==> config.mk <==
export PLATFORM = sky130hd
export DESIGN_NAME = astc_weight_infill_texel_core
export DESIGN_NICKNAME = d
export VERILOG_FILES = /design/src/design/awi_pkg.sv /design/src/design/astc_weight_infill_texel_core.sv
export SDC_FILE = /design/constraint.sdc
export NUM_CORES = 1
export LEC_CHECK = 0
export ABC_AREA = 0
export BUFFER_PORTS_ARGS = -buffer_cell sky130_fd_sc_hd__buf_2
export CAP_MARGIN = 20
export CORE_MARGIN = 1.5
export CORE_UTILIZATION = 45
export DETAILED_ROUTE_END_ITERATION = 12
export GPL_TIMING_DRIVEN = 0
export PLACE_DENSITY = 0.66
export SETUP_SLACK_MARGIN = 0.05
export SLEW_MARGIN = 25
export SYNTH_ARGS = -nofsm -noshare
export SYNTH_HDL_FRONTEND = slang
export SYNTH_SLANG_ARGS = --single-unit
==> constraint.sdc <==
create_clock -name clk_i -period 10.9 [get_ports clk_i]
set_clock_uncertainty 0.05 [all_clocks]
set_input_delay 1.09 -clock clk_i [delete_from_list [all_inputs] [get_ports clk_i]]
set_output_delay 1.09 -clock clk_i [all_outputs]
set_load 0.1 [all_outputs]
==> src/design/awi_pkg.sv <==
package awi_pkg;

  // sizes of the index spaces
  localparam int unsigned MAX_TEXELS      = 216;
  localparam int unsigned MAX_GRID_POINTS = 64;
  localparam int unsigned TEXEL_IDX_W     = $clog2(MAX_TEXELS);
  localparam int unsigned GRID_IDX_W      = $clog2(MAX_GRID_POINTS);

  // fixed-point layout of an axis position
  localparam int unsigned FRAC_W  = 4;
  localparam int unsigned SCALE_W = 11;
  localparam int unsigned SHARE_W = 5;
  localparam int unsigned COUNT_W = 3;
  localparam int unsigned SLOTS   = 4;

  // rounding terms
  localparam int unsigned POS_ROUND   = 32;
  localparam int unsigned POS_SHIFT   = 6;
  localparam int unsigned SHARE_ROUND = 8;
  localparam int unsigned SHARE_ONE   = 16;

  // configuration register map
  typedef enum logic [2:0] {
    REG_VOLUME_MODE  = 3'd0,
    REG_BLOCK_WIDTH  = 3'd1,
    REG_BLOCK_HEIGHT = 3'd2,
    REG_BLOCK_DEPTH  = 3'd3,
    REG_GRID_WIDTH   = 3'd4,
    REG_GRID_HEIGHT  = 3'd5,
    REG_GRID_DEPTH   = 3'd6
  } cfg_reg_e;

  // one texel request
  typedef struct packed {
    logic [3:0] texel_x;
    logic [3:0] texel_y;
    logic [2:0] texel_z;
  } texel_req_t;

  // one infill result
  typedef struct packed {
    logic [TEXEL_IDX_W-1:0] texel_index;
    logic [COUNT_W-1:0]     contrib_count;
    logic [GRID_IDX_W-1:0]  grid_index0;
    logic [GRID_IDX_W-1:0]  grid_index1;
    logic [GRID_IDX_W-1:0]  grid_index2;
    logic [GRID_IDX_W-1:0]  grid_index3;
    logic [SHARE_W-1:0]     share0;
    logic [SHARE_W-1:0]     share1;
    logic [SHARE_W-1:0]     share2;
    logic [SHARE_W-1:0]     share3;
  } infill_rsp_t;

  // (1024 + b/2) / (b-1), zero for blocks narrower than two texels
  function automatic logic [SCALE_W-1:0] axis_scale(logic [3:0] bdim);
    logic [SCALE_W-1:0] s;
    unique case (bdim)
      4'd2:    s = 11'd1025;
      4'd3:    s = 11'd512;
      4'd4:    s = 11'd342;
      4'd5:    s = 11'd256;
      4'd6:    s = 11'd205;
      4'd7:    s = 11'd171;
      4'd8:    s = 11'd146;
      4'd9:    s = 11'd128;
      4'd10:   s = 11'd114;
      4'd11:   s = 11'd102;
      4'd12:   s = 11'd93;
      4'd13:   s = 11'd85;
      4'd14:   s = 11'd79;
      4'd15:   s = 11'd73;
      default: s = '0;
    endcase
    return s;
  endfunction

  // grid size minus one, an empty grid counts as one point
  function automatic logic [3:0] axis_span(logic [3:0] gdim);
    return (gdim == 4'd0) ? 4'd0 : gdim - 4'd1;
  endfunction

endpackage

==> src/design/astc_weight_infill_texel_core.sv <==
// Weight-grid infill for one texel per clock. A request carries a texel
// position; the result gives the linear texel index and up to four weight-grid
// points with their weights in sixteenths, nonzero weights packed from slot 0.
// Plane mode uses rounded bilinear weights, volume mode simplex weights.
// The datapath is a four-stage pipeline (scale product, axis position, corner
// weights, slot packing) whose last stage loads the output register, and a
// new request is taken every cycle; the whole pipe holds only while the output
// register is full and not taken. Configuration goes through the APB port with
// one register per word, and must only change while no request is in flight.
module astc_weight_infill_texel_core (
  input  logic               clk_i,
  input  logic               rst_ni,
  // configuration port
  input  logic               psel,
  input  logic               penable,
  input  logic               pwrite,
  input  logic [4:0]         paddr,
  input  logic [31:0]        pwdata,
  output logic [31:0]        prdata,
  output logic               pready,
  // texel requests
  input  logic               in_valid_i,
  output logic               in_ready_o,
  input  awi_pkg::texel_req_t  in_req_i,
  // infill results
  output logic               out_valid_o,
  input  logic               out_ready_i,
  output awi_pkg::infill_rsp_t out_rsp_o
);
  import awi_pkg::*;

  localparam int unsigned PROD_W = SCALE_W + 4;
  localparam int unsigned SUM_W  = PROD_W + 4;

  // configuration registers
  logic       volume_mode_q;
  logic [3:0] block_width_q, block_height_q, grid_width_q, grid_height_q;
  logic [2:0] block_depth_q, grid_depth_q;
  cfg_reg_e   cfg_sel;
  logic       cfg_write;

  assign cfg_sel   = cfg_reg_e'(paddr[4:2]);
  assign cfg_write = psel && penable && pwrite && pready;
  assign pready    = 1'b1;

  always_ff @(posedge clk_i or negedge rst_ni) begin
    if (!rst_ni) begin
      volume_mode_q  <= 1'b0;
      block_width_q  <= 4'd4;
      block_height_q <= 4'd4;
      block_depth_q  <= 3'd2;
      grid_width_q   <= 4'd4;
      grid_height_q  <= 4'd4;
      grid_depth_q   <= 3'd1;
    end else if (cfg_write) begin
      unique case (cfg_sel)
        REG_VOLUME_MODE:  volume_mode_q  <= pwdata[0];
        REG_BLOCK_WIDTH:  block_width_q  <= pwdata[3:0];
        REG_BLOCK_HEIGHT: block_height_q <= pwdata[3:0];
        REG_BLOCK_DEPTH:  block_depth_q  <= pwdata[2:0];
        REG_GRID_WIDTH:   grid_width_q   <= pwdata[3:0];
        REG_GRID_HEIGHT:  grid_height_q  <= pwdata[3:0];
        REG_GRID_DEPTH:   grid_depth_q   <= pwdata[2:0];
        default: ;
      endcase
    end
  end

  // register readback
  always_comb begin
    prdata = '0;
    unique case (cfg_sel)
      REG_VOLUME_MODE:  prdata[0]   = volume_mode_q;
      REG_BLOCK_WIDTH:  prdata[3:0] = block_width_q;
      REG_BLOCK_HEIGHT: prdata[3:0] = block_height_q;
      REG_BLOCK_DEPTH:  prdata[2:0] = block_depth_q;
      REG_GRID_WIDTH:   prdata[3:0] = grid_width_q;
      REG_GRID_HEIGHT:  prdata[3:0] = grid_height_q;
      REG_GRID_DEPTH:   prdata[2:0] = grid_depth_q;
      default: ;
    endcase
  end

  // pipeline advance: everything moves unless the output register is stuck
  logic adv;
  logic s1_valid_q, s2_valid_q, s3_valid_q, out_valid_q;

  assign adv        = !out_valid_q || out_ready_i;
  assign in_ready_o = adv;
  assign out_valid_o = out_valid_q;

  always_ff @(posedge clk_i or negedge rst_ni) begin
    if (!rst_ni) begin
      s1_valid_q  <= 1'b0;
      s2_valid_q  <= 1'b0;
      s3_valid_q  <= 1'b0;
      out_valid_q <= 1'b0;
    end else if (adv) begin
      s1_valid_q  <= in_valid_i;
      s2_valid_q  <= s1_valid_q;
      s3_valid_q  <= s2_valid_q;
      out_valid_q <= s3_valid_q;
    end
  end

  // stage 1: scale times coordinate per axis, partial texel row
  logic [PROD_W-1:0] s1_prod_x_d, s1_prod_y_d, s1_prod_z_d;
  logic [PROD_W-1:0] s1_prod_x_q, s1_prod_y_q, s1_prod_z_q;
  logic [7:0]        s1_row_d, s1_row_q;
  logic [3:0]        s1_x_q;

  always_comb begin
    s1_prod_x_d = PROD_W'(axis_scale(block_width_q)) * PROD_W'(in_req_i.texel_x);
    s1_prod_y_d = PROD_W'(axis_scale(block_height_q)) * PROD_W'(in_req_i.texel_y);
    s1_prod_z_d = PROD_W'(axis_scale({1'b0, block_depth_q})) * PROD_W'(in_req_i.texel_z);
    if (volume_mode_q) begin
      s1_row_d = 8'(in_req_i.texel_z) * 8'(block_height_q) + 8'(in_req_i.texel_y);
    end else begin
      s1_row_d = 8'(in_req_i.texel_y);
    end
  end

  always_ff @(posedge clk_i) begin
    if (adv) begin
      s1_prod_x_q <= s1_prod_x_d;
      s1_prod_y_q <= s1_prod_y_d;
      s1_prod_z_q <= s1_prod_z_d;
      s1_row_q    <= s1_row_d;
      s1_x_q      <= in_req_i.texel_x;
    end
  end

  // stage 2: rounded axis positions, split into cell and fraction
  logic [SUM_W-1:0]        s2_sum_x, s2_sum_y, s2_sum_z;
  logic [FRAC_W-1:0]       s2_fx_q, s2_fy_q, s2_fz_q;
  logic [GRID_IDX_W-1:0]   s2_ix_q, s2_iy_q, s2_iz_q;
  logic [TEXEL_IDX_W-1:0]  s2_texel_d, s2_texel_q;

  always_comb begin
    s2_sum_x = s1_prod_x_q * axis_span(grid_width_q) + SUM_W'(POS_ROUND);
    s2_sum_y = s1_prod_y_q * axis_span(grid_height_q) + SUM_W'(POS_ROUND);
    s2_sum_z = s1_prod_z_q * axis_span({1'b0, grid_depth_q}) + SUM_W'(POS_ROUND);
    s2_texel_d = TEXEL_IDX_W'(s1_row_q * block_width_q) + TEXEL_IDX_W'(s1_x_q);
  end

  always_ff @(posedge clk_i) begin
    if (adv) begin
      s2_fx_q    <= s2_sum_x[POS_SHIFT +: FRAC_W];
      s2_fy_q    <= s2_sum_y[POS_SHIFT +: FRAC_W];
      s2_fz_q    <= s2_sum_z[POS_SHIFT +: FRAC_W];
      s2_ix_q    <= s2_sum_x[POS_SHIFT+FRAC_W +: GRID_IDX_W];
      s2_iy_q    <= s2_sum_y[POS_SHIFT+FRAC_W +: GRID_IDX_W];
      s2_iz_q    <= s2_sum_z[POS_SHIFT+FRAC_W +: GRID_IDX_W];
      s2_texel_q <= s2_texel_d;
    end
  end

  // stage 3: candidate grid points and their weights
  logic [GRID_IDX_W-1:0]  s3_cand_d [SLOTS];
  logic [SHARE_W-1:0]     s3_wt_d   [SLOTS];
  logic [GRID_IDX_W-1:0]  s3_cand_q [SLOTS];
  logic [SHARE_W-1:0]     s3_wt_q   [SLOTS];
  logic [TEXEL_IDX_W-1:0] s3_texel_q;

  always_comb begin
    logic [7:0]            fxy;
    logic [SHARE_W-1:0]    w3;
    logic [GRID_IDX_W-1:0] row, plane, step1, step2, base;
    logic [FRAC_W-1:0]     a, b, c;

    fxy   = 8'(s2_fx_q) * 8'(s2_fy_q);
    w3    = SHARE_W'((9'(fxy) + 9'(SHARE_ROUND)) >> FRAC_W);
    row   = GRID_IDX_W'(grid_width_q);
    plane = GRID_IDX_W'(grid_width_q) * GRID_IDX_W'(grid_height_q);
    step1 = '0;
    step2 = '0;
    a     = '0;
    b     = '0;
    c     = '0;
    if (!volume_mode_q) begin
      // bilinear corners of one cell
      base = s2_ix_q + GRID_IDX_W'(s2_iy_q * grid_width_q);
      s3_cand_d[0] = base;
      s3_cand_d[1] = base + GRID_IDX_W'(1);
      s3_cand_d[2] = base + row;
      s3_cand_d[3] = base + row + GRID_IDX_W'(1);
      s3_wt_d[3]   = w3;
      s3_wt_d[1]   = SHARE_W'(s2_fx_q) - w3;
      s3_wt_d[2]   = SHARE_W'(s2_fy_q) - w3;
      s3_wt_d[0]   = SHARE_W'(SHARE_ONE) - SHARE_W'(s2_fx_q) - SHARE_W'(s2_fy_q) + w3;
    end else begin
      // simplex chosen by the ordering of the three fractions
      base = GRID_IDX_W'((s2_iz_q * grid_height_q + GRID_IDX_W'(s2_iy_q))
                         * grid_width_q) + s2_ix_q;
      priority if (s2_fx_q > s2_fy_q && s2_fy_q > s2_fz_q) begin
        step1 = GRID_IDX_W'(1); step2 = row;
        a = s2_fx_q; b = s2_fy_q; c = s2_fz_q;
      end else if (s2_fy_q >= s2_fx_q && s2_fx_q > s2_fz_q) begin
        step1 = row; step2 = GRID_IDX_W'(1);
        a = s2_fy_q; b = s2_fx_q; c = s2_fz_q;
      end else if (s2_fx_q > s2_fz_q && s2_fz_q >= s2_fy_q) begin
        step1 = GRID_IDX_W'(1); step2 = plane;
        a = s2_fx_q; b = s2_fz_q; c = s2_fy_q;
      end else if (s2_fz_q >= s2_fx_q && s2_fx_q > s2_fy_q) begin
        step1 = plane; step2 = GRID_IDX_W'(1);
        a = s2_fz_q; b = s2_fx_q; c = s2_fy_q;
      end else if (s2_fy_q > s2_fz_q && s2_fz_q >= s2_fx_q) begin
        step1 = row; step2 = plane;
        a = s2_fy_q; b = s2_fz_q; c = s2_fx_q;
      end else begin
        step1 = plane; step2 = row;
        a = s2_fz_q; b = s2_fy_q; c = s2_fx_q;
      end
      s3_cand_d[0] = base;
      s3_cand_d[1] = base + step1;
      s3_cand_d[2] = base + step1 + step2;
      s3_cand_d[3] = base + GRID_IDX_W'(1) + row + plane;
      s3_wt_d[0]   = SHARE_W'(SHARE_ONE) - SHARE_W'(a);
      s3_wt_d[1]   = SHARE_W'(a) - SHARE_W'(b);
      s3_wt_d[2]   = SHARE_W'(b) - SHARE_W'(c);
      s3_wt_d[3]   = SHARE_W'(c);
    end
  end

  always_ff @(posedge clk_i) begin
    if (adv) begin
      s3_cand_q  <= s3_cand_d;
      s3_wt_q    <= s3_wt_d;
      s3_texel_q <= s2_texel_q;
    end
  end

  // stage 4: drop zero weights and pack the rest from slot 0
  infill_rsp_t out_rsp_d, out_rsp_q;

  always_comb begin
    logic [GRID_IDX_W-1:0] idx [SLOTS];
    logic [SHARE_W-1:0]    shr [SLOTS];
    logic [COUNT_W-1:0]    cnt;

    cnt = '0;
    for (int i = 0; i < SLOTS; i++) begin
      idx[i] = '0;
      shr[i] = '0;
    end
    for (int i = 0; i < SLOTS; i++) begin
      if (s3_wt_q[i] != '0) begin
        idx[cnt[1:0]] = s3_cand_q[i];
        shr[cnt[1:0]] = s3_wt_q[i];
        cnt = cnt + COUNT_W'(1);
      end
    end
    out_rsp_d.texel_index   = s3_texel_q;
    out_rsp_d.contrib_count = cnt;
    out_rsp_d.grid_index0   = idx[0];
    out_rsp_d.grid_index1   = idx[1];
    out_rsp_d.grid_index2   = idx[2];
    out_rsp_d.grid_index3   = idx[3];
    out_rsp_d.share0        = shr[0];
    out_rsp_d.share1        = shr[1];
    out_rsp_d.share2        = shr[2];
    out_rsp_d.share3        = shr[3];
  end

  always_ff @(posedge clk_i) begin
    if (adv) begin
      out_rsp_q <= out_rsp_d;
    end
  end

  assign out_rsp_o = out_rsp_q;

endmodule
Word-level counts from Yosys, hierarchy flattened
Memory sizes are Yosys's and may differ from the RTL's.
Cells that the tools add are included.
Widths: inputs -> output; s select.
- bits in registers: 228
- memory bits (read-only): 352
- memories: 2
- bits in writable memories: 0
- bits in latches: 0
- output and inout bits: 90
- input bits: 55
- reduce and logical (&&, ||, !) cells: 27
- add/sub/neg operators: 31
- div/mod/pow operators: 0
- $mul: 13
- shift operators: 0
- equal/unequal tests: 12
- bitwise gates (word level): 3
- multiplexer cells: 69
- magnitude comparators: 12
- memory list (memory ; words ; width ; rd ports ; clocked after memory_dff ; write ports ; RTL line ; RTL):
    (no name shown) ; 16 ; 11 ; 1 ; 0 ; 0 ; awi_pkg.sv:57 ; unique case (bdim)
    (no name shown) ; 16 ; 11 ; 1 ; 0 ; 0 ; awi_pkg.sv:57 ;
- operator list (operator ; number):
    $mux 24 ; 4
    $mux 6 ; 16
    $mux 4 ; 21
    $mux 20 ; 4
    $bwmux 24 ; 3
    $pmux 11 s6 ; 1
    $bwmux 20 ; 3
    $add 16x6->16 const B ; 3
    $add 6x6->6 ; 6
    $demux 6 s2 ; 3
    $mul 15x4->16 ; 2
    $demux 5 s2 ; 3
    $mul 11x4->15 ; 2
    $eq 3x3->1 const B ; 7
    $mux 5 ; 4
    $reduce_bool 5->1 ; 4
    $add 6x1->6 const B ; 3
    $mul 6x4->6 ; 3
    $mul 14x4->16 ; 1
    $mul 11x3->14 ; 1
    $reduce_and 2->1 ; 7
    $add 6x4->6 ; 2
    $eq 3x2->1 const B ; 4
    $ge 4x4->1 ; 3
    other kinds (30) ; 57

Longest topological paths before layout
Gate-level depths: netlist of run 1.
- depth in word-level cells: 13
- gate-level depth with buffers: 28
- depth with buffers taken out: 27

Worst setup path after synthesis of run 1
Ideal clock, no wire load.
- path kind: input port to output port
- start point: input port out_ready_i
- end point: output port in_ready_o
- buffers on the path: 0
- required time: 9760 ps
- data arrival time: 6696 ps
- setup slack: 3064 ps
- cell stages on the path: 1
- cells stage by stage: nand2b_1
- word-level cells in the longest chain between the ends: 1
- ends and longest elaborated chain (what ; RTL line ; RTL):
    from (decl) ; astc_weight_infill_texel_core.sv:27 ; input logic out_ready_i,
    $logic_or 1x1->1 ; astc_weight_infill_texel_core.sv:88 ; assign adv = !out_valid_q || out_ready_i;
    to (decl) ; astc_weight_infill_texel_core.sv:23 ; output logic in_ready_o,
No other way between the ends.

==> results.md, run 1 <==
Critical path:
- At the worst endpoint, the required time is 11.17 ns.
- The data arrival time of the critical path is 8.77 ns.
- The kind of critical path is flip-flop to flip-flop.
- The largest fanout on the critical path is 10.
- The reg2reg setup slack is 2.40 ns.
- The most prevalent standard cell on the critical path is sky130_fd_sc_hd__fa_1.
- The critical path crosses 27 cells after its start point.
- The library cell contributing the largest single delay on the critical path is sky130_fd_sc_hd__dfstp_2.
- The cell family contributing the most delay on the critical path is adder cells.
- The nature of the critical path endpoint is a flip-flop.
- The worst reg2reg path startpoint is grid_height_q[2].
- Tracing the worst setup path back leads to its startpoint at grid_height_q[2].
- The logic depth of the worst register-to-register path is 27.
- The number of buffers and inverters on the critical path is 6.
- STA classifies the critical path startpoint as a flip-flop.
- For this run, the slowest stage of the critical path takes 0.58 ns.
- The worst register-to-register path ends at s3_cand_q[11].

Yosys:
- After technology mapping, the gate count stands at 2410.
- The share of synthesized flip-flops with an asynchronous set or reset is 11.8%.
- By area the synthesized netlist is led by sky130_fd_sc_hd__edfxtp_1, sky130_fd_sc_hd__fa_1, sky130_fd_sc_hd__ha_1.
- The synthesized netlist devotes 9.53% of its cell area to compound gates.
- Of the synthesized area, sequential elements account for 28.8%.
- Summed over all instances, the cell type with the most area after synthesis is sky130_fd_sc_hd__edfxtp_1.
- In the synthesized netlist, mux cells make up 2.61% of the area.
- The area share of the leading cell type in the synthesized netlist is 25.9%.
- The most frequently used flop master after synthesis is sky130_fd_sc_hd__edfxtp_1.
- After synthesis, the largest family of logic cells by area is adder cells.
- The commonest cells after synthesis are sky130_fd_sc_hd__nand2_1, sky130_fd_sc_hd__ha_1, sky130_fd_sc_hd__inv_1.
- Of the total synthesized cell area, the portion taken by AND, OR, NAND and NOR gates is 15.4%.
- In this run, distinct cell masters in the synthesized netlist total 76.
- The total of warnings raised by yosys is 0.
- The leading cell type by number of instances after synthesis is sky130_fd_sc_hd__nand2_1.
- In this run, synthesis inferred 201 flip-flops with an integrated enable.
- After Yosys synthesis, XOR and XNOR cells account for 6.19% of the synthesized area.
- The post-synthesis share of cell area spent on full adders, half adders and majority gates is 30.7%.
- The mean instance size in the synthesized netlist is 9.68 µm².
- The number of storage elements in the synthesis netlist is 228.
- The cell area that synthesis handed to floorplanning was 0.0233 mm².

Routing:
- The DRC violation total after the first TritonRoute iteration is 1108.
- In this run the remaining antenna-violating nets after routing total 0.
- Wires add up to 52600 µm.
- After detailed routing, the number of remaining DRC violations is 0.
- Before antenna repair, the detailed router went through 5 iterations.
- The average wire length per cell after detail routing is 16.2 µm.
- In the routed layout, each cell is associated on average with a via count of 5.24.
- Summing over every cut layer, the via total after detailed routing is 17000.

STA:
- Counting I/O delays and the setup requirement, the final critical path takes 8.50 ns.
- The setup slack of the critical path after layout is 2.40 ns.
- At the pin with the least slew margin, the transition time is 1.04 ns.
- Setup repair after global routing left no endpoint under its margin.
- The sum of negative setup slack is 0 ns.
- Measured against its own limit, the worst slew margin works out to 29.6%.
- The max-slew violation total from the final report is 0.
- In the finished design, the share of the clock period the worst path needs comes to 78.0%.
- The final count of hold timing violations is 0.
- The top achievable clock speed is 118 MHz.
- Setup violations remaining at the end of the flow were counted as 0.
- The worst hold slack across all endpoints is 0.364 ns.

Clocking:
- The depth of the CTS H-tree is 1.
- Clock latency on the worst-skew pair, taken at its later pin, is 0.57 ns.
- TritonCTS built the clock tree.
- After clock tree synthesis, the setup repair step added 0 buffers.
- In this run, post-CTS repair resized a total of 0 instances.
- The root cell of the clock tree is sky130_fd_sc_hd__clkbuf_16.
- After clock tree synthesis, the clock-pin slew on the worst setup and hold paths is 0.06 ns.
- The number of hold buffers added after CTS was 0.
- The number of clock sinks is 228.
- TritonCTS created 27 clock buffers.
- The longest clock path from root to sink contains 3 buffers.

Global route:
- The via count of the first global-routing pass came to 17200.
- The number of antenna violations at the first check in global routing was 0.
- For this run the aggregate overflow at the end of global routing stands at 0.
- The first global-routing pass estimated 85900 µm of wire.
- Entering global routing, the biggest net connects 56 pins.
- In the global route stage, overall resource usage came out at 19.9%.

Worst hold path:
- The class of the tightest hold or removal check is flip-flop to flip-flop.
- In this run the most critical hold path is launched from s3_texel_q[6].
- The count of cells along the worst hold path is 0.
- The hold path endpoint is out_rsp_o[53].

Outcome:
- The flow ran to the end, and the final reports show no timing, DRC or antenna violations.

Floorplanning:
- The floorplan has 83 rows.
- The effective utilization at floorplan is 45.5%.
- The floorplan step defined a die boundary enclosing 0.0532 mm².
- In this run the count of I/O pins placed on the die edge is 145.
- Measured along the y axis, the die boundary spans 231 µm.
- The die span in x is 231 µm.
- The area of the core region is 0.0513 mm².

Place:
- Prior to clock tree synthesis, the placed netlist has a worst setup slack of 2.52 ns.
- The number of port buffers is 82.
- After legalization and detailed placement, the total HPWL measured 42400 µm.
- The weighted congestion at the end of routability-driven global placement is 0.908.

Finish:
- The share of final-layout standard cells stronger than drive strength 1 is 8.32%.
- At the end of the flow the core is filled with cells to 49.9%.
- The repair_antennas step left the layout with diodes totalling 0.
- The final layout contains 3071 nets.
- The layout overhead on the synthesized area is 9.73%.

Flow run:
- Max-cap violations in this run came to 0.
-- kinds of logic after synthesis --
logic type      after synthesis
mux                          56
fa+ha+maj                   464
buf+inv                     383
flops                       228
compound gates              360
other cells                   2
xor+xnor                    160
simple gates                757
-- metal layers --
metal  GRT usage [%]  vias to the layer above  wire (µm)  share of wire [%]
li1                -                     8276          -                  -
met4            6.64                        0       1580                3.0
met2            33.9                      445      24800                 47
met5               0                        -          0                  0
met1            26.4                     8233      23500                 45
met3            2.19                       88       2690                5.1
-- cells in the final DEF, fill, tap and decap left out, drive strengths merged, types with 97 or more instances in the layout --
cell type,n
a21oi,124
and2,130
buf,124
edfxtp,201
fa,182
ha,282
inv,285
nand2,332
nor2,117
o21ai,97
xnor2,115
-- area by class of cell --
class,instances,area [µm²]
well taps,680,851
inverters,283,1060
clock inverters,15,115
flip-flops and latches,228,6720
plain buffers,100,503
repair buffers,86,498
clock buffers,33,698
fillers,4748,25700
multi-input cells,1826,15200
-- per-stage QoR --
stage	cell area, µm²	std cells
global route	25600	3251
global placement	24700	3199
CTS	25600	3251
finish	25600	3251
detailed placement	24800	3203
floorplan	23400	2437
-- worst max path at each step --
stage / slack (ns) / end
2_1_floorplan: 3.06 / in_ready_o
3_3_place_gp: 0.67 / in_ready_o
3_5_place_dp: 2.52 / s3_cand_q[11]
4_1_cts: 2.47 / s3_cand_q[11]
5_1_grt: 2.16 / s3_cand_q[11]
6_report: 2.40 / s3_cand_q[11]
-- flip-flops by register name, summed over array words and instances (netlist names), 8 cells and up --
register,flops
s1_prod_x_q,15
s3_texel_q,8
s1_row_q,8
out_rsp_o,55
s2_texel_q,8
s3_cand_q,24
s1_prod_y_q,15
s3_wt_q,20
s1_prod_z_q,14
Power of run 1 is left out: the tool's default activity adds up to more than one toggle a clock period on the data nets, which glitch-free logic cannot reach.
==> run 2, diff against run 1 <==
PLACE_DENSITY = 0.68   (was 0.66)
clock period = 7.53 ns   (was 10.9 ns; I/O delays follow)
==> results.md, run 2 (same netlist as run 1, synthesis figures left out) <==
Outcome:
- The flow ran to the end, and the final reports show no timing, DRC or antenna violations.

Critical path:
- In this run the worst setup path begins at grid_height_q[2].
- The data arrival time of the critical path came to 7.55 ns (-1.22 ns).
- The nature of the critical path endpoint is a flip-flop.
- The largest fanout on the critical path is 4 (-6).
- The startpoint class of the critical path is a flip-flop.
- In this run the critical register-to-register path is launched from grid_height_q[2].
- The kind of critical path is flip-flop to flip-flop.
- The worst path required time is 7.79 ns (-3.38 ns).

Clocking:
- The latest clock arrival within the worst-skew pair is 0.57 ns (about the same).
- The clock tree from TritonCTS is built.
- The depth of the CTS H-tree is 1 (unchanged).
- The maximum count of clock buffers along a single path came to 3 (unchanged).
- The number of CTS-inserted buffers was 27 (unchanged).
- The number of clock sinks came to 228 (unchanged).
- The number of buffers added to fix hold violations after cts is 0 (unchanged).
- The root cell of the clock tree is sky130_fd_sc_hd__clkbuf_16.
- The clock transition at the registers of the reported paths is 0.06 ns (about the same).

Finish:
- The post-route standard cell area excluding fillers came to 0.0259 mm² (+1.2%).
- The area taken by flip-flops and latches was 0.00672 mm² (unchanged).
- The fill cell instance count of the final layout is 4749 (+0.021%).
- The number of flip-flops in the largest register is 55 (unchanged).
- Leaving out fill and tap cells, the most frequent cells in the layout are sky130_fd_sc_hd__nand2_1, sky130_fd_sc_hd__inv_1, sky130_fd_sc_hd__ha_1.
- The multi-input logic area is 0.0153 mm² (+1.0%).
- The number of nets in the layout is 3081 (+0.33%).
- The layout overhead on the synthesized area is 11.1%.
- The commonest non-fill, non-tap cell in the layout is sky130_fd_sc_hd__nand2_1.
- The share of final-layout standard cells stronger than drive strength 1 is 9.72% (+1.4 points).
- The number of inserted diodes is 0 (unchanged).

STA:
- The final critical path time including I/O delays and setup is 7.29 ns (-1.21 ns).
- The final count of hold timing violations was 0 (unchanged).
- The worst hold slack across all endpoints is 0.158 ns (-0.206 ns).
- The transition time at the pin with the least slew margin is 0.890 ns (-0.155 ns).
- The final worst-path cycle share is 96.8% (+19 points).
- The worst slew margin relative to its limit is 40.0% (+10 points).
- The final number of setup-violating endpoints came to 0 (unchanged).
- The top achievable clock speed is 137 MHz (+17%).
- The max-slew violation total from the final report is 0 (unchanged).

Global route:
- The final global-route overflow total is 0 (unchanged).
- The via count of the first global-routing pass is 17400 (+1.1%).
- The pin count of the biggest net entering global routing came to 61 (+8.9%).
- The number of antenna violations at the first check in global routing is 0 (unchanged).
- The wire length of the first global-routing pass was 85500 µm (-0.47%).
- The total track usage came to 19.6% (-0.32 points).

Floorplanning:
- The effective utilization at floorplan was 45.5% (unchanged).
- The die extent in y is 231 µm (unchanged).
- The die span in x is 231 µm (unchanged).
- The number of top-level pins was 145 (unchanged).
- The area of the core region is 0.0513 mm² (unchanged).
- The die area is 0.0532 mm² (unchanged).
- The row count is 83 (unchanged).

Routing:
- The wire length after detailed routing is 51700 µm (-1.7%).
- The count of TritonRoute iterations in the first routing pass came to 5 (unchanged).
- The DRC violation total after the first TritonRoute iteration is 821 (-26%).
- The average wire length per cell after detail routing is 15.8 µm (-2.0%).
- The vias per cell is 5.22 (-0.34%).
- The vias after detailed routing is 17000 (+0.023%).
- The final antenna-violating net count was 0 (unchanged).
- The DRC violation count after routing is 0 (unchanged).

Place:
- The placed cell area came to 0.0248 mm² (about the same).
- The number of port buffers is 82 (unchanged).
- The total half-perimeter wirelength after legalization and detailed placement is 41600 µm (-1.9%).
- The weighted congestion at the end of routability-driven global placement is 0.941 (+3.7%).

Worst hold path:
- The class of the tightest hold or removal check is input port to asynchronous set/reset pin.

Flow run:
- The max-capacitance violation count came to 0 (unchanged).
-- run 2: worst paths after layout --
kind,slack [ns],cells after the start,end
worst max register to register,0.24,25,s3_cand_q[11]
max in group asynchronous,6.83,1,block_width_q[1]
min in group clk_i,0.36,1,s1_x_q[3]
worst max-delay path,0.24,25,s3_cand_q[11]
worst min register to register,0.36,0,out_rsp_o[50]
worst min-delay path,0.16,1,block_height_q[1]
-- run 2: repair_timing --
action | 4_1_cts | 5_1_grt
setup buffers | 6 | 4
gates resized for setup | 9 | 16
endpoints found under the setup margin | 1 | 1
pin swaps | 6 | 17
-- run 2: final cells by class --
type / count / area share [%]
Multi-Input combinational cell: 1826 / 59.1
Sequential cell: 228 / 25.9
Inverter: 283 / 4.10
Tap cell: 680 / 3.28
Clock buffer: 29 / 2.63
Timing Repair Buffer: 96 / 2.25
Buffer: 100 / 1.99
Clock inverter: 21 / 0.748
-- run 2: critical path: stages (launching register included) --
cell and delay, ns:
sky130_fd_sc_hd__dfstp_2 0.54, sky130_fd_sc_hd__buf_6 0.10, sky130_fd_sc_hd__buf_4 0.11, sky130_fd_sc_hd__and2_1 0.12, sky130_fd_sc_hd__ha_1 0.23, sky130_fd_sc_hd__ha_1 0.32, sky130_fd_sc_hd__fa_1 0.50, sky130_fd_sc_hd__fa_1 0.55
sky130_fd_sc_hd__nand2_1 0.08, sky130_fd_sc_hd__fa_1 0.49, sky130_fd_sc_hd__fa_1 0.51, sky130_fd_sc_hd__fa_1 0.51, sky130_fd_sc_hd__inv_1 0.04, sky130_fd_sc_hd__ha_1 0.35, sky130_fd_sc_hd__xor2_2 0.28, sky130_fd_sc_hd__ha_4 0.25
sky130_fd_sc_hd__xnor2_2 0.14, sky130_fd_sc_hd__ha_1 0.32, sky130_fd_sc_hd__o21ai_1 0.11, sky130_fd_sc_hd__o21bai_2 0.23, sky130_fd_sc_hd__a21oi_4 0.10, sky130_fd_sc_hd__buf_6 0.13, sky130_fd_sc_hd__and3b_1 0.17, sky130_fd_sc_hd__a2111o_1 0.41
sky130_fd_sc_hd__xor3_1 0.21, sky130_fd_sc_hd__a21o_1 0.18
-- run 2: metrics by stage --
step | worst slack (ns) | instances | utilization (%) | setup TNS, ns
floorplan | 0.0975 | 2437 | - | 0
global placement | -1.96 | 3199 | 48.2 | -138.81
detailed placement | -0.656 | 3203 | 48.4 | -0.656
CTS | 0.0976 | 3259 | 50.3 | 0
global route | -0.00715 | 3263 | 50.5 | -0.00715
finish | 0.242 | 3263 | 50.5 | 0
-- run 2: routing by layer --
| metal | track usage (%) | share of wire, % |
|---|---|---|
| met1 | 25.3 | 44 |
| met2 | 34.2 | 48 |
| met3 | 2.58 | 5.1 |
| met4 | 5.84 | 2.6 |
| met5 | 0 | 0 |
Power of run 2 is left out for the same reason.
==> run 3, diff against run 2 <==
MAX_ROUTING_LAYER = met4   (was default)
==> results.md, run 3 (same netlist as run 1, synthesis figures left out) <==
Outcome:
- The flow ran to the end, and the final reports show no timing, DRC or antenna violations.

Routing:
- The vias after detailed routing is 17200 (+0.82%).
- The vias per cell is 5.27 (+0.85%).
- The average wire length per cell after detail routing is 16.2 µm (+2.1%).
- The final antenna-violating net count is 0 (unchanged).
- The wire length after detailed routing was 52700 µm (+2.0%).
- The DRC violation total after the first TritonRoute iteration is 978 (+19%).
- The count of TritonRoute iterations in the first routing pass is 5 (unchanged).
- The DRC violation count after routing is 0 (unchanged).

Critical path:
- The kind of critical path is flip-flop to flip-flop.
- The cell family contributing the most delay on the critical path is adder cells.
- The data arrival time of the critical path was 7.53 ns (-0.02 ns).
- The library cell contributing the largest single delay on the critical path is sky130_fd_sc_hd__fa_1.
- The worst setup path is captured at a flip-flop.
- The reg2reg setup slack is 0.25 ns (about the same).
- The worst path required time came to 7.79 ns (about the same).
- The total buffers and inverters traversed by the critical path was 4 (unchanged).
- The largest fanout on the critical path was 4 (unchanged).
- The stage delay of the slowest cell on the critical path is 0.57 ns (+0.02 ns).
- The startpoint class of the critical path is a flip-flop.

Floorplanning:
- The number of top-level pins was 145 (unchanged).
- The die extent in y is 231 µm (unchanged).
- The row count is 83 (unchanged).
- The effective utilization at floorplan is 45.5% (unchanged).
- The die span in x is 231 µm (unchanged).
- The area of the core region is 0.0513 mm² (unchanged).
- The die area is 0.0532 mm² (unchanged).

STA:
- The final number of setup-violating endpoints came to 0 (unchanged).
- The transition time at the pin with the least slew margin is 1.01 ns (+0.124 ns).
- Setup repair after global routing left no endpoint under its margin.
- The final critical path time including I/O delays and setup came to 7.28 ns (-0.0128 ns).
- The worst slew margin relative to its limit was 31.6% (-8.4 points).
- The setup slack of the critical path after layout is 0.255 ns (+0.0128 ns).
- The final count of hold timing violations is 0 (unchanged).
- The top achievable clock speed is 137 MHz (+0.17%).
- The max-slew violation total from the final report is 0 (unchanged).
- The final worst-path cycle share was 96.6% (-0.17 points).

Place:
- The total half-perimeter wirelength after legalization and detailed placement is 42300 µm (+1.7%).
- The placement-stage worst setup slack is -0.689 ns (-0.0335 ns).
- The number of port buffers is 82 (unchanged).
- The weighted congestion at the end of routability-driven global placement is 0.931 (-1.1%).

Clocking:
- The maximum count of clock buffers along a single path was 3 (unchanged).
- The latest clock arrival within the worst-skew pair is 0.57 ns (about the same).
- The clock tree from TritonCTS is built.
- The number of CTS-inserted buffers was 28 (+3.7%).
- The number of clock sinks is 228 (unchanged).
- The depth of the CTS H-tree is 1 (unchanged).
- Clock tree synthesis selected as its root buffer the cell sky130_fd_sc_hd__clkbuf_16.
- The clock transition at the registers of the reported paths is 0.06 ns (about the same).

Finish:
- The share of final-layout standard cells stronger than drive strength 1 came to 9.45% (-0.27 points).
- Leaving out fill and tap cells, the most frequent cells in the layout are sky130_fd_sc_hd__nand2_1, sky130_fd_sc_hd__inv_1, sky130_fd_sc_hd__ha_1.
- The layout overhead on the synthesized area is 11.4%.
- The library cell used most frequently in the layout, excluding fill and tap cells, is sky130_fd_sc_hd__nand2_1.
- The number of flip-flops in the largest register is 55 (unchanged).
- The number of inserted diodes is 0 (unchanged).
- The number of nets in the layout is 3082 (+0.032%).
- The fill cell instance count of the final layout was 4732 (-0.36%).

Global route:
- The final global-route overflow total came to 0 (unchanged).
- The total track usage is 20.6% (+1.0 points).
- The number of antenna violations at the first check in global routing is 0 (unchanged).
- The wire length of the first global-routing pass is 86500 µm (+1.2%).
- The pin count of the biggest net entering global routing is 61 (unchanged).
- The via count of the first global-routing pass is 17200 (-1.1%).

Worst hold path:
- The min-delay analysis places its worst path in the category input port to asynchronous set/reset pin.

Flow run:
- The max-capacitance violation count is 0 (unchanged).
[run 3: layer usage]
metal	global-route usage (%)	part of all wire, %	up-vias	wire length (µm)
met3	2.19	5.0	66	2640
li1	-	-	8299	-
met2	35.2	49	463	25800
met5	-	0	-	0
met1	26.3	44	8357	23300
met4	4.66	1.9	0	1020
[run 3: per-stage QoR]
| stage | cells | utilization, % | instance area (µm²) | TNS (ns) | hold WS (ns) |
|---|---|---|---|---|---|
| 6_report | 3262 | 50.7 | 26000 | 0 | 0.165 |
| 5_1_grt | 3262 | 50.7 | 26000 | 0 | 0.198 |
| 4_1_cts | 3258 | 50.5 | 25900 | 0 | 0.165 |
| 3_5_place_dp | 3203 | 48.4 | 24800 | -0.689 | 0.355 |
| 3_3_place_gp | 3199 | 48.2 | 24700 | -134.86 | 0.351 |
| 2_1_floorplan | 2437 | - | 23400 | 0 | 0.350 |
[run 3: worst paths after layout]
check                      cells after the start              from                 to
setup / recovery                              25  grid_height_q[2]      s3_cand_q[11]
hold / removal                                 1            rst_ni  block_height_q[3]
setup reg to reg                              25  grid_height_q[2]      s3_cand_q[11]
hold reg to reg                                0     s3_texel_q[5]      out_rsp_o[52]
max in group asynchronous                      1            rst_ni   block_width_q[1]
min in group clk_i                             1       in_req_i[9]          s1_x_q[2]
[run 3: repair_timing]
action                                  in CTS  in global routing
endpoints found under the hold margin        0                  0
gates cloned                                 0                  0
pin swaps                                    7                 15
setup buffers                                6                  4
hold buffers                                 0                  0
endpoints found under the setup margin       1                  1
gates resized for setup                     10                 10
[run 3: cell type report]
cell class | instances | area [µm²] | area share, %
Buffer | 100 | 515 | 1.98
Clock inverter | 17 | 250 | 0.962
Inverter | 283 | 1060 | 4.08
Multi-Input combinational cell | 1826 | 15300 | 58.8
Tap cell | 680 | 851 | 3.27
Sequential cell | 228 | 6720 | 25.8
Clock buffer | 32 | 737 | 2.83
Timing Repair Buffer | 96 | 584 | 2.25
Power of run 3 is left out for the same reason.
